File: config.mk
export PLATFORM = sky130hd
export DESIGN_NAME = arm_ctrl
export DESIGN_NICKNAME = d
export VERILOG_FILES = /design/src/sv/arm_pkg.sv /design/src/sv/arm_ctrl.sv
export SDC_FILE = /design/constraint.sdc
export NUM_CORES = 1
export LEC_CHECK = 0
export BUFFER_PORTS_ARGS = -buffer_cell sky130_fd_sc_hd__buf_2
export CORE_UTILIZATION = 51
export DETAILED_ROUTE_END_ITERATION = 10
export PLACE_DENSITY_LB_ADDON = 0.1
export SLEW_MARGIN = 10
export SYNTH_ARGS = -nofsm -noshare
export SYNTH_HDL_FRONTEND = slang
export SYNTH_SLANG_ARGS = --single-unit
File: constraint.sdc
create_clock -name clk -period 2.9 [get_ports clk]
set_input_delay 0.29 -clock clk [delete_from_list [all_inputs] [get_ports clk]]
set_output_delay 0.29 -clock clk [all_outputs]
set_load 0.05 [all_outputs]
File: src/sv/arm_pkg.sv
// Shared types, constants and codes for the address range map table.
`default_nettype none
package arm_pkg;
	localparam int RegionCount = 64;
	localparam int PageShift = 12;
	localparam int AddrBits = 39;
	localparam int PageBits = 27;
	localparam int IdxBits = $clog2(RegionCount + 1);
	localparam int SlotBits = $clog2(RegionCount);
	localparam logic [IdxBits-1:0] LinkNone = IdxBits'(RegionCount);

	typedef logic [PageBits-1:0] page_t;
	typedef logic [IdxBits-1:0] idx_t;

	typedef enum logic [2:0] {
		ST_OK = 3'd0,
		ST_BADARG = 3'd1,
		ST_NOSPACE = 3'd2,
		ST_NOBACK = 3'd3,
		ST_FULL = 3'd4,
		ST_UNMAPPED = 3'd5
	} status_t;

	typedef enum logic [4:0] {
		S_IDLE, S_CHECK, S_MSTEP, S_MEVAL, S_MINS, S_MNEXT, S_MLAST, S_MDONE,
		S_USKIP, S_UCOV, S_USCAN, S_UCHK, S_UWALK, S_UACT, S_DONE, S_CLR
	} state_t;

	// commands from controller to datapath
	typedef struct packed {
		logic load;      // latch request
		logic init;      // start walk at list head
		logic rd;        // read entry at cur pointer
		logic adv;       // advance past read entry to its link
		logic ffupd;     // first fit: raise bp to entry end
		logic covupd;    // unmap coverage update
		logic splitchk;  // accumulate split flag
		logic ins;       // insert new region
		logic mnext;     // merge with next
		logic mlast;     // merge with previous
		logic uact;      // perform unmap action on read entry
		logic clr;       // free-chain init step
		logic done;      // emit result
		status_t st;
	} cmd_t;

	typedef struct packed {
		logic is_unmap;
		logic arg_bad;
		logic range_bad;
		logic zero_addr;
		logic at_end;      // cur pointer is none
		logic ff_fit;      // read entry leaves gap
		logic ff_fail;
		logic ex_stop;     // read end > bp
		logic ex_ovl;
		logic pool_empty;
		logic back_ok;
		logic can_mnext;
		logic can_mlast;
		logic cov_done;
		logic cov_gap;
		logic uskip_stop;
		logic split;
		logic ustop;       // unmap action walk should stop
		logic clr_last;
	} stat_t;
endpackage
`default_nettype wire

File: src/sv/arm_ctrl.sv
// Sequencing state machine for map and unmap requests.
`default_nettype none
module arm_ctrl
	import arm_pkg::*;
(
	input wire logic clk,
	input wire logic arst_n,
	input wire logic start,
	output logic busy,
	input wire stat_t stat,
	output cmd_t cmd
);
	state_t state_q, state_d;
	status_t st_q, st_d;

	always_ff @(posedge clk or negedge arst_n) begin
		if (!arst_n) begin
			state_q <= S_CLR;
			st_q <= ST_OK;
		end else begin
			state_q <= state_d;
			st_q <= st_d;
		end
	end

	always_comb begin
		state_d = state_q;
		st_d = st_q;
		unique case (state_q)
			S_CLR: if (stat.clr_last) state_d = S_IDLE;
			S_IDLE: if (start) state_d = S_CHECK;
			S_CHECK: begin
				if (stat.arg_bad) begin
					st_d = ST_BADARG;
					state_d = S_DONE;
				end else if (stat.is_unmap) begin
					state_d = S_USKIP;
				end else if (!stat.zero_addr && stat.range_bad) begin
					st_d = ST_NOSPACE;
					state_d = S_DONE;
				end else begin
					state_d = S_MSTEP;
				end
			end
			S_MSTEP: state_d = S_MEVAL;
			S_MEVAL: begin
				if (stat.at_end || (stat.zero_addr ? stat.ff_fit : stat.ex_stop))
					state_d = S_MINS;
				else state_d = S_MSTEP;
			end
			S_MINS: begin
				if (stat.zero_addr ? stat.ff_fail : stat.ex_ovl) begin
					st_d = ST_NOSPACE; state_d = S_DONE;
				end else if (stat.pool_empty) begin
					st_d = ST_FULL; state_d = S_DONE;
				end else if (!stat.back_ok) begin
					st_d = ST_NOBACK; state_d = S_DONE;
				end else begin
					st_d = ST_OK; state_d = S_MNEXT;
				end
			end
			S_MNEXT: state_d = S_MLAST;
			S_MLAST: state_d = S_MDONE;
			S_MDONE: state_d = S_DONE;
			S_USKIP: state_d = S_UCOV;
			S_UCOV: begin
				if (!stat.at_end && !stat.uskip_stop) state_d = S_USKIP;
				else state_d = S_USCAN;
			end
			S_USCAN: begin
				if (stat.cov_done) state_d = S_UCHK;
				else if (stat.at_end || stat.cov_gap) begin
					st_d = ST_UNMAPPED; state_d = S_DONE;
				end else state_d = S_USKIP;
			end
			S_UCHK: begin
				if (!stat.at_end) state_d = S_UCHK;
				else if (stat.split && stat.pool_empty) begin
					st_d = ST_FULL; state_d = S_DONE;
				end else state_d = S_UWALK;
			end
			S_UWALK: state_d = S_UACT;
			S_UACT: begin
				if (stat.at_end || stat.ustop) begin
					st_d = ST_OK; state_d = S_DONE;
				end else state_d = S_UWALK;
			end
			S_DONE: state_d = S_IDLE;
			default: state_d = S_IDLE;
		endcase
	end

	logic [2:0] usub_q;
	always_comb begin
		cmd = '0;
		cmd.st = st_q;
		busy = (state_q != S_IDLE);
		unique case (state_q)
			S_CLR: cmd.clr = 1'b1;
			S_IDLE: if (start) begin cmd.load = 1'b1; cmd.init = 1'b1; end
			S_CHECK: cmd.init = 1'b1;
			S_MSTEP: cmd.rd = 1'b1;
			S_MEVAL: if (!(stat.at_end || (stat.zero_addr ? stat.ff_fit : stat.ex_stop))) begin
				cmd.adv = 1'b1;
				cmd.ffupd = stat.zero_addr;
			end
			S_MINS: if (!(stat.zero_addr ? stat.ff_fail : stat.ex_ovl) &&
				!stat.pool_empty && stat.back_ok) cmd.ins = 1'b1;
			S_MNEXT: cmd.mnext = stat.can_mnext;
			S_MLAST: cmd.mlast = stat.can_mlast;
			S_USKIP: cmd.rd = 1'b1;
			S_UCOV: if (!stat.at_end && !stat.uskip_stop) cmd.adv = 1'b1;
			S_USCAN: if (!stat.cov_done && !(stat.at_end || stat.cov_gap)) begin
				cmd.covupd = 1'b1; cmd.adv = 1'b1;
			end else if (stat.cov_done) cmd.init = 1'b1;
			S_UCHK: begin
				cmd.rd = !stat.at_end;
				if (stat.at_end) cmd.init = 1'b1;
			end
			S_UWALK: cmd.rd = 1'b1;
			S_UACT: cmd.uact = !(stat.at_end || stat.ustop);
			S_DONE: cmd.done = 1'b1;
			default: ;
		endcase
		// split scan: check previously read entry, then advance
		if (state_q == S_UCHK && usub_q[0]) begin
			cmd.splitchk = 1'b1; cmd.adv = 1'b1; cmd.rd = 1'b0;
		end
		if (state_q == S_USCAN && !stat.cov_done && !(stat.at_end || stat.cov_gap))
			cmd.rd = 1'b0;
	end

	always_ff @(posedge clk or negedge arst_n) begin
		if (!arst_n) usub_q <= '0;
		else if (state_q == S_UCHK) usub_q <= usub_q + 1'b1;
		else usub_q <= '0;
	end
endmodule
`default_nettype wire

== Word-level counts from Yosys, hierarchy flattened ==
Index checks and enable logic that the tools add are counted.
W data, S select, Z words.

* Add/sub/neg operators: 1
* Equal/unequal tests: 24
* Muxes and demuxes: 54
* Reductions and logical operators: 26

{| class="wikitable"
|+ Operator list
! operator !! count
|-
| $pmux W5 S15 || 1
|-
| $mux W3 || 15
|-
| $eq A5 B4 Y1 const B || 8
|-
| $mux W4 || 6
|-
| $eq A5 B3 Y1 const B || 4
|-
| $mux W1 || 19
|-
| $pmux W3 S5 || 1
|-
| $mux W2 || 7
|-
| $ne A2 B2 Y1 const B || 7
|-
| $eq A5 B2 Y1 const B || 2
|-
| $mux W5 || 2
|-
| $reduce_bool A5 Y1 || 2
|-
| $logic_and A1 B1 Y1 || 9
|-
| $logic_not A1 Y1 || 8
|-
| $reduce_and A8 Y1 || 1
|-
| $ne A3 B3 Y1 const B || 2
|-
| $eq A5 B1 Y1 const B || 1
|-
| $logic_not A5 Y1 || 1
|-
| $pmux W1 S4 || 1
|-
| $add A3 B1 Y3 const B || 1
|-
| $logic_or A1 B1 Y1 || 3
|-
| $pmux W1 S3 || 1
|-
| $reduce_or A3 Y1 || 1
|-
| $pmux W1 S2 || 1
|-
| $reduce_and A2 Y1 || 1
|}

* Register bits after elaboration: 11
* Input port bits: 22
* Word-level logic and storage cells: 108

== Longest topological paths before layout ==
Gate-level depths: netlist (run 1).

* Depth in word-level cells: 7
* Depth in mapped cells: 7

== Worst setup path before layout (run 1) ==
Ideal clock, no wire load.

* Kind: register -> output
* From: register state_q[3]
* To: output cmd[13] (netlist bit)
* Arrival time: 3.009 ns
* Required time: 2.610 ns
* Path slack: -0.399 ns
* Cell stages (with the launch flop): 4
* Buffers on the path: 0
* Cells stage by stage: dfstp_2 -> nand4bb_2 -> nor4_1 -> a211oi_1

{| class="wikitable"
|+ RTL lines
! element !! line !! text
|-
| start, declared || arm_ctrl.sv:13 || <nowiki>state_t state_q, state_d;</nowiki>
|-
| start signal, assigned || arm_ctrl.sv:21 || <nowiki>state_q <= state_d;</nowiki>
|-
| end, declared || arm_ctrl.sv:11 || <nowiki>output cmd_t cmd</nowiki>
|}

==> reports/results.ini, run 1 <==
[global_route]
grt_pass1_wl_mm=4.16
grt_max_degree=24
first_global_vias=949
grt_antenna_before_repair=0
track_usage=0.280
overflow=0

[synthesis]
synth_top_family_by_area=simple AND/OR/NAND/NOR gates
yosys.area_share.xor_xnor=0
synth-simple-area-share=0.380
synth_compound_area_frac=0.307
ys_ff_latch=8
synth_cell_type_count=45
syn_inst=128
synthMuxAreaShare=0.0373
yosys_warnings=0
syn_area_um2=938
syn_nets=150
syn_area_per_cell_um2=7.33
synth_fa_ha_area_frac=0
ys_seq_area_frac=0.219

[floorplanning]
initial_utilization=0.543
std_cell_rows=15
dieWidth_um=44.9
die_area_mm2=0.00202
core_mm2=0.00173
die_h_um=44.9
boundaryPins=39

[final_layout]
drive_gt1_frac=0.344
syn_to_final_growth_pct=24.4
utilization=0.676
design_area_mm2=0.00117
antenna_cells=0
fin_nets=186
instances_no_fill=188

[routing]
first_pass_iters=4
drt-total-wl_mm=2.65
vias_per_cell=6.00
drc_errors=0
ant_nets=0
post_drt_wl_per_cell_um=14.1
vias=1128
drt-initial-drc-count=41

[timing]
hold_violations=0
rsz0062_at_grt=no
fin_skew_ps=0.201
maxSlewViolCount=0
fin_crit_sh=0.854
relSlewSlack=0.733
max_freq_mhz=404
setup_violations=0
tightest_slew_ps=401
tns_ps=0
period_minus_slack_ps=2480

[setup_path]
cpPeakStageDelay_ps=740
path_delay_family=simple AND/OR/NAND/NOR gates
cp_slowest_cell=dfstp_2
crit_chain=nand2_1 -> nor3b_2 -> and2_1 -> nor2_1 -> o21ai_1 -> buf_2
cp_data_arrival_time_ps=2190
cp_max_fo=20
end_kind=output pin
worstPathRequired_ps=2610
worst-path-buf-inv=1
worstSetupPathType=register to output pin
start_kind=register

[clock_tree]
post_cts_buffers=0
cts_tree=built
cts_sinks=8
path_clk_slew_ps=60
root_buffer=clkbuf_4
cts_buffers=3
htree_levels=1
clock_latency_ps=260
cts_buffer_depth=2

[pwr]
vdd_drop_max_mv=0.778
p_leak_nw=0.539
power.density_mw_per_mm2=1080
totalPowerFinal_w=0.00127

[placed_design]
dpl-instance-area_mm2=0.00113
globalplace.congestion=0.864
hpwlAfterDp_mm=2.03
dpl.cell_count=183
port_buffers=38

[hold_path]
min_path_type=input port to register

[job]
maxCapViolCount=0

[run_status]
status=finished, final reports clean

[path summary, 6_finish.rpt]
check                                             from                endpoint  slack, ps  cells after the start
worst min register to register     usub_q[0]$_DFF_PN0_     usub_q[0]$_DFF_PN0_        430                      1
worst max register to register  state_q[2]$_DFFE_PN1P_     st_q[2]$_DFFE_PN0P_        850                      5
worst max-delay path            state_q[1]$_DFFE_PN1P_                 cmd[12]        420                      6
min in group asynchronous                       arst_n     usub_q[0]$_DFF_PN0_        390                      2
worst min-delay path                           stat[0]  state_q[0]$_DFFE_PN1P_        310                      3
max in group asynchronous                       arst_n  state_q[0]$_DFFE_PN1P_       2280                      2
[worst reg2reg max path: stages (launching register included)]
cell and delay [ps]:
dfstp_2 740, nand4bb_2 270, nor3_1 100, a2111oi_4 380
nand2_2 130, mux2_4 310
[power by group]
part / internal [W] / total [W] / switching [W]
registers: 0.000191 / 0.000354 / 0.000163
logic: 0.000296 / 0.000814 / 0.000518
clock network: 0.0000531 / 0.0000976 / 0.0000445
[metal layers]
| metal | GRT usage | routed length [um] | up-vias |
|---|---|---|---|
| li1 | - | - | 541 |
| met1 | 0.367 | 1110 | 520 |
| met2 | 0.459 | 1260 | 61 |
| met3 | 0.0840 | 241 | 6 |
| met4 | 0.0545 | 28 | 0 |
| met5 | 0 | 0 | - |
[layout make-up]
cell class | count | area, um2
clock buffers | 4 | 26.3
fillers | 176 | 559
inverters | 5 | 18.8
multi-input cells | 107 | 686
flip-flops and latches | 8 | 205
well taps | 25 | 31.3
repair buffers | 39 | 200
[cells in the mapped netlist (all sizes together)]
cell type,number,area [um2]
nand2,16,62.6
nor4,2,18.8
nand2b,3,18.8
inv,5,18.8
nor3,6,30.0
or3,1,6.26
nand3b,1,7.51
o31a,1,8.76
nand4b,1,8.76
o22ai,1,6.26
a311o,1,10.0
a211o,1,8.76
nor3b,4,40.0
nor2,14,52.6
o211ai,3,22.5
o31ai,1,7.51
o21ai,9,45.0
clkbuf,3,11.3
a21oi,11,58.8
dfstp,4,105
dfrtp,4,100
a2111oi,1,27.5
buf,5,23.8
o32ai,1,8.76
or2,1,6.26
nor4b,1,15.0
a21o,3,22.5
and3,4,25.0
a22oi,1,7.51
a31oi,3,18.8
mux2,1,15.0
o221ai,2,17.5
o311a,1,10.0
nand4bb,1,16.3
nand3,1,5.00
a211oi,1,7.51
and2,1,6.26
nor2b,6,37.5
mux2i,2,20.0
[sequential cells by signal, summed over array words and instances (netlist names)]
signal,flops
state_q,4
st_q,3
usub_q,1
[stage by stage]
step                setup WS [ps]  hold WS (ps)
floorplan                     215         -5.59
global placement              806           133
detailed placement            724           138
CTS                           438           315
global route                  284           349
finish                        424           312
[placed cells by master (no fill, tap or decap), types with 2 or more instances in the layout]
cell type	n
a21o_1	3
a21oi_1	10
a31oi_1	3
and3_1	4
buf_2	38
clkbuf_4	3
dfrtp_1	4
dfstp_2	4
inv_1	5
mux2i_1	2
nand2_1	15
nand2b_1	3
nor2_1	14
nor2b_1	6
nor3_1	6
nor3b_1	2
nor3b_2	2
nor4_2	2
o211ai_1	3
o21ai_0	5
o21ai_1	4
o221ai_1	2
[timing repair]
action | CTS | global route
hold endpoints to repair | 4 | 0
gates resized for setup | 0 | 0
hold buffers | 1 | 0
[cells by family after synthesis]
| logic type | Yosys count |
|---|---|
| buffers and inverters | 13 |
| AOI/OAI and AO/OA | 41 |
| DFF | 8 |
| muxes | 3 |
| and+or+nand+nor | 63 |
Note: power is estimated with default switching activity, not from simulation.
==> run 2, diff against run 1 <==
--- a/config.mk
+++ b/config.mk
@@ -5,8 +5,9 @@
 export SDC_FILE = /design/constraint.sdc
 export NUM_CORES = 1
 export LEC_CHECK = 0
+export ABC_AREA = 1
 export BUFFER_PORTS_ARGS = -buffer_cell sky130_fd_sc_hd__buf_2
-export CORE_UTILIZATION = 51
+export CORE_UTILIZATION = 50
 export DETAILED_ROUTE_END_ITERATION = 10
 export PLACE_DENSITY_LB_ADDON = 0.1
 export SLEW_MARGIN = 10
==> reports/results.ini, run 2 <==
[floorplanning]
die_area_mm2=0.00196  ; -2.8%
die_h_um=44.3  ; -1.4%
core_mm2=0.00159  ; -7.7%
initial_utilization=0.560  ; +0.0170
std_cell_rows=14  ; -1
dieWidth_um=44.3  ; -1.4%
boundaryPins=39  ; unchanged

[final_layout]
multi_input_area_um2=579  ; -16%
drive_gt1_frac=0.290  ; -0.0531
n_fill_cell=157  ; -11%
antenna_cells=0  ; unchanged
design_area_mm2=0.00115  ; -1.5%
utilization=0.721  ; +0.0453
syn_to_final_growth_pct=28.7
largest_reg_flops=4  ; unchanged
final_common_cell=nand2_1
fin_nets=233  ; +25%
layout_common_cells=nand2_1, buf_2, nor2_1, inv_1, nand3_1
seq_area_um2=205  ; unchanged
largestRegisters=state_q (4), st_q (3), usub_q (1)
top_register=state_q

[setup_path]
end_kind=output pin
r2r_setup_slack_ps=1360  ; +510 ps
reg2reg_depth=9  ; +4
worstSetupPathType=register to output pin
cp_data_arrival_time_ps=1760  ; -430 ps
start_kind=register
worstPathRequired_ps=2610  ; about the same
cp_max_fo=7  ; -65%
reg2reg_from=state_q[0]$_DFFE_PN1P_
r2r-end=st_q[0]$_DFFE_PN0P_

[global_route]
grt_pass1_wl_mm=4.26  ; +2.3%
grt_antenna_before_repair=0  ; unchanged
overflow=0  ; unchanged
first_global_vias=1068  ; +13%
grt_max_degree=9  ; -63%
track_usage=0.295  ; +0.0150

[timing]
maxSlewViolCount=0  ; unchanged
fin_crit_sh=0.708  ; -0.145
period_minus_slack_ps=2050  ; -422 ps
worst_slack_ps=846  ; +422 ps
relSlewSlack=0.800  ; +0.0679
tightest_slew_ps=299  ; -102 ps
setup_violations=0  ; unchanged
max_freq_mhz=487  ; +21%
hold_violations=0  ; unchanged
fin_skew_ps=7.35  ; +7.15 ps
tns_ps=0  ; unchanged
rsz0062_at_grt=no

[synthesis]
syn_area_per_cell_um2=5.35  ; -27%
synthTopCellsByCount=nand2_1, nor2_1, inv_1, nand3_1, inv_2
syn_inst=167  ; +30%
yosys-top-cells-area=nand2_1, nor2_1, dfstp_2
synth-edff-count=0  ; unchanged
yosys_warnings=0  ; unchanged
yosysMostFrequentCell=nand2_1
ys_ff_latch=8  ; unchanged
synth_top_area_share=0.218  ; +0.106
syn_nets=189  ; +26%
ys.flop_type=dfstp_2
synth_top_area_cell=nand2_1
ys_seq_area_frac=0.230  ; +0.0110
syn_area_um2=893  ; -4.8%
async_flop_share=1.00  ; unchanged
synth_cell_type_count=18  ; -60%

[placed_design]
dpl-instance-area_mm2=0.00111  ; -1.5%
pre_cts_slack_ps=1140  ; +420 ps
hpwlAfterDp_mm=2.17  ; +7.1%
port_buffers=38  ; unchanged
globalplace.congestion=1.09  ; +26%

[routing]
drt-total-wl_mm=2.61  ; -1.3%
first_pass_iters=7  ; +3
post_drt_wl_per_cell_um=11.2  ; -21%
drc_errors=2  ; +2
vias_per_cell=5.26  ; -12%
drt-initial-drc-count=87  ; +110%
ant_nets=0  ; unchanged
vias=1230  ; +9.0%

[clock_tree]
cts_tree=built
root_buffer=clkbuf_4
cts_buffers=3  ; unchanged
clock_latency_ps=250  ; about the same
htree_levels=1  ; unchanged
cts_sinks=8  ; unchanged
path_clk_slew_ps=60  ; about the same
cts_buffer_depth=2  ; unchanged

[job]
maxCapViolCount=0  ; unchanged

[pwr]
vdd_drop_max_mv=0.763  ; -1.9%
p_leak_nw=0.751  ; +39%
power.density_mw_per_mm2=1030  ; -4.8%

[hold_path]
min_path_type=input port to asynchronous set/reset pin

[run_status]
violations=DRC
status=finished with violations

[run 2: changes by cell type after synthesis, sizes merged, moves of 7 or more]
| cell | before | now |
|---|---|---|
| a21oi | 11 | 2 |
| inv | 5 | 29 |
| nand2 | 16 | 53 |
| nand3 | 1 | 18 |
| nand4 | 0 | 7 |
| nor2 | 14 | 36 |
[run 2: metal layers]
metal / wire length, um / GRT usage / vias to the layer above
met4: 54 / 0.103 / 0
met5: 0 / 0 / -
met1: 1020 / 0.376 / 528
met2: 1240 / 0.482 / 80
met3: 293 / 0.0776 / 6
li1: - / - / 616
[run 2: how the worst max path moves through the flow]
stage	start	to	slack, ps	cells past startpoint
after CTS	state_q[3]$_DFFE_PN1P_	cmd[12]	880	5
after global routing	state_q[3]$_DFFE_PN1P_	cmd[12]	770	5
final	state_q[3]$_DFFE_PN1P_	cmd[12]	850	5
after detailed placement	state_q[3]$_DFFE_PN1P_	cmd[12]	1140	5
after global placement	state_q[2]$_DFFE_PN1P_	cmd[8]	1220	7
after floorplan	state_q[2]$_DFFE_PN1P_	cmd[13]	660	6
[run 2: final cells by class]
type / instances / share of cell area
multi-input cells: 130 / 0.504
inverters: 29 / 0.0947
well taps: 24 / 0.0261
clock buffers: 4 / 0.0229
flip-flops and latches: 8 / 0.178
repair buffers: 39 / 0.174
[run 2: stage by stage]
stage | instances | hold WS [ps] | total power, W
3_5_place_dp | 229 | 136 | 0.00108
6_report | 234 | 390 | 0.00119
5_1_grt | 234 | 394 | 0.00129
4_1_cts | 234 | 379 | 0.00118
3_3_place_gp | 229 | 133 | 0.00106
2_1_floorplan | 167 | -5.59 | 0.000895
[run 2: logic make-up (layout without fill, tap and decap cells)]
family	after synthesis	count (layout)	share of synthesized area
flops	8	8	0.230
buf+inv	29	72	0.122
compound gates	15	15	0.0882
simple gates	115	115	0.560
[run 2: power by group]
part	leakage [nW]	internal [W]	switching, W
clock	0.0150	0.0000526	0.0000375
sequential	0.0945	0.000190	0.0000671
combinational	0.641	0.000231	0.000609
[run 2: worst max-delay path, stage by stage (launching register included)]
cell and delay, ps:
dfstp_2 610, nand2_1 120, nor2_1 270, nand3_1 140, nand4_1 110, buf_2 270
[run 2: timing repair]
item                                    CTS  global route
hold endpoints to repair                  4             0
hold buffers                              1             0
endpoints found under the setup margin    0             0
buffers inserted                          0             0
gates resized for setup                   0             0
==> run 3, diff against run 2 <==
--- a/config.mk
+++ b/config.mk
@@ -7,7 +7,7 @@
 export LEC_CHECK = 0
 export ABC_AREA = 1
 export BUFFER_PORTS_ARGS = -buffer_cell sky130_fd_sc_hd__buf_2
-export CORE_UTILIZATION = 50
+export CORE_UTILIZATION = 42
 export DETAILED_ROUTE_END_ITERATION = 10
 export PLACE_DENSITY_LB_ADDON = 0.1
 export SLEW_MARGIN = 10
==> constraint.sdc (replaced) <==
create_clock -name clk -period 1.75 [get_ports clk]
set_input_delay 0.175 -clock clk [delete_from_list [all_inputs] [get_ports clk]]
set_output_delay 0.175 -clock clk [all_outputs]
set_load 0.05 [all_outputs]
==> reports/results.ini, run 3 (synthesis results as in run 2) <==
[run_status]
status=finished with violations
violations=setup timing

[floorplanning]
boundaryPins=39  ; unchanged
std_cell_rows=16  ; +2
die_area_mm2=0.00232  ; +18%
dieWidth_um=48.1  ; +8.7%
initial_utilization=0.451  ; -0.110
core_mm2=0.00198  ; +24%
die_h_um=48.1  ; +8.7%

[setup_path]
critPathCapture=cmd[8]
worstPathRequired_ps=1570  ; -1040 ps
worstSetupPathType=register to output pin
crit_start=state_q[2]$_DFFE_PN1P_
r2r_setup_slack_ps=210  ; -1150 ps
reg2reg_from=state_q[2]$_DFFE_PN1P_
cp_max_fo=5  ; -2
end_kind=output pin
r2r-end=st_q[1]$_DFFE_PN0P_
reg2reg_depth=8  ; -1
cp_data_arrival_time_ps=1600  ; -160 ps
start_kind=register

[clock_tree]
htree_levels=1  ; unchanged
cts_sinks=8  ; unchanged
root_buffer=clkbuf_4
cts_buffers=3  ; unchanged
path_clk_slew_ps=60  ; about the same
cts_buffer_depth=2  ; unchanged
clock_latency_ps=260  ; about the same
cts_tree=built

[timing]
hold_violations=0  ; unchanged
setup_violations=1  ; +1
relSlewSlack=0.766  ; -0.0345
tightest_slew_ps=351  ; +51.6 ps
fin_crit_sh=1.01
max_freq_mhz=564
fin_skew_ps=7.64  ; +0.295 ps
maxSlewViolCount=0  ; unchanged
rsz0062_at_grt=yes
worst_slack_ps=-23.0  ; -869 ps
period_minus_slack_ps=1770

[pwr]
power.density_mw_per_mm2=1740  ; +68%
totalPowerFinal_w=0.00226  ; +91%
p_leak_nw=0.799  ; +6.4%
vdd_drop_max_mv=1.17  ; +54%

[final_layout]
layout_common_cells=nand2_1, buf_2, nor2_1, inv_1, nand3_1
syn_to_final_growth_pct=45.8
design_area_mm2=0.00130  ; +13%
instances_no_fill=241  ; +3.0%
drive_gt1_frac=0.364  ; +0.0740
largestRegisters=state_q (4), st_q (3), usub_q (1)
largest_reg_flops=4  ; unchanged
antenna_cells=0  ; unchanged
fin_nets=237  ; +1.7%
top_register=state_q
n_fill_cell=197  ; +25%
utilization=0.657  ; -0.0642
final_common_cell=nand2_1

[routing]
post_drt_wl_per_cell_um=11.9  ; +6.9%
ant_nets=0  ; unchanged
first_pass_iters=4  ; -3
drt-initial-drc-count=46  ; -47%
drc_errors=0  ; -2
vias=1244  ; +1.1%
vias_per_cell=5.16  ; -1.8%
drt-total-wl_mm=2.87  ; +10%

[global_route]
grt_antenna_before_repair=0  ; unchanged
grt_pass1_wl_mm=4.11  ; -3.6%
track_usage=0.260  ; -0.0355
grt_max_degree=9  ; unchanged
overflow=0  ; unchanged
first_global_vias=990  ; -7.3%

[placed_design]
port_buffers=38  ; unchanged
hpwlAfterDp_mm=2.30  ; +5.9%
dpl-instance-area_mm2=0.00113  ; +1.1%
globalplace.congestion=0.958  ; -12%
dpl.cell_count=232  ; +1.3%
pre_cts_slack_ps=67.7  ; -1080 ps

[job]
maxCapViolCount=0  ; unchanged

[hold_path]
min_path_type=input port to asynchronous set/reset pin

[run 3: changes by cell type in the layout (fill, tap and decap cells not counted), sizes merged]
| cell | delta |
|---|---|
| buf | +4 |
[run 3: what timing repair did]
| item | in CTS | in global routing |
|---|---|---|
| hold endpoints to repair | 8 | 0 |
| hold buffers | 1 | 0 |
| endpoints found under the setup margin | 7 | 9 |
| gates resized for setup | 12 | 24 |
| buffers inserted | 2 | 2 |
| pin swaps | 0 | 4 |
[run 3: power by group]
group / switching (W) / internal [W]
sequential: 0.000123 / 0.000315
clock: 0.0000671 / 0.0000875
combinational: 0.00115 / 0.000522
total: 0.00134 / 0.000925
[run 3: critical path: stages, from the launching register on]
cell	delay, ps
dfstp_2	580
inv_2	70
nor2_2	150
nand2_2	110
inv_2	80
nand3_1	110
inv_1	100
buf_6	160
[run 3: cell type report]
cell class                 instances  area (um2)  area share
clock buffer                       4        26.3      0.0202
inverter                          29         111      0.0855
multi-input combinational        130         651       0.500
sequential                         8         205       0.158
tap                               27        33.8      0.0259
timing repair buffer              43         275       0.211
[run 3: worst min-delay path by stage]
stage	startpoint	end	slack, ps
detailed placement	arst_n	usub_q[0]$_DFF_PN0_	20
CTS	arst_n	st_q[2]$_DFFE_PN0P_	280
global route	stat[3]	state_q[1]$_DFFE_PN1P_	300
global placement	arst_n	usub_q[0]$_DFF_PN0_	20
floorplan	arst_n	st_q[0]$_DFFE_PN0P_	-120
finish	arst_n	st_q[2]$_DFFE_PN0P_	290
[run 3: metal layers]
metal	share of wire	up-vias	wire, um	track usage
li1	-	622	-	-
met1	0.42	560	1200	0.330
met2	0.50	56	1450	0.432
met3	0.061	6	174	0.0741
met4	0.017	0	48	0.0667
met5	0	-	0	0
[run 3: through the flow]
step | setup TNS, ps | hold WS [ps]
2_1_floorplan | -109 | -121
3_3_place_gp | 0 | 17.6
3_5_place_dp | 0 | 24.3
4_1_cts | -5.21 | 283
5_1_grt | -264 | 301
6_report | -23.0 | 289
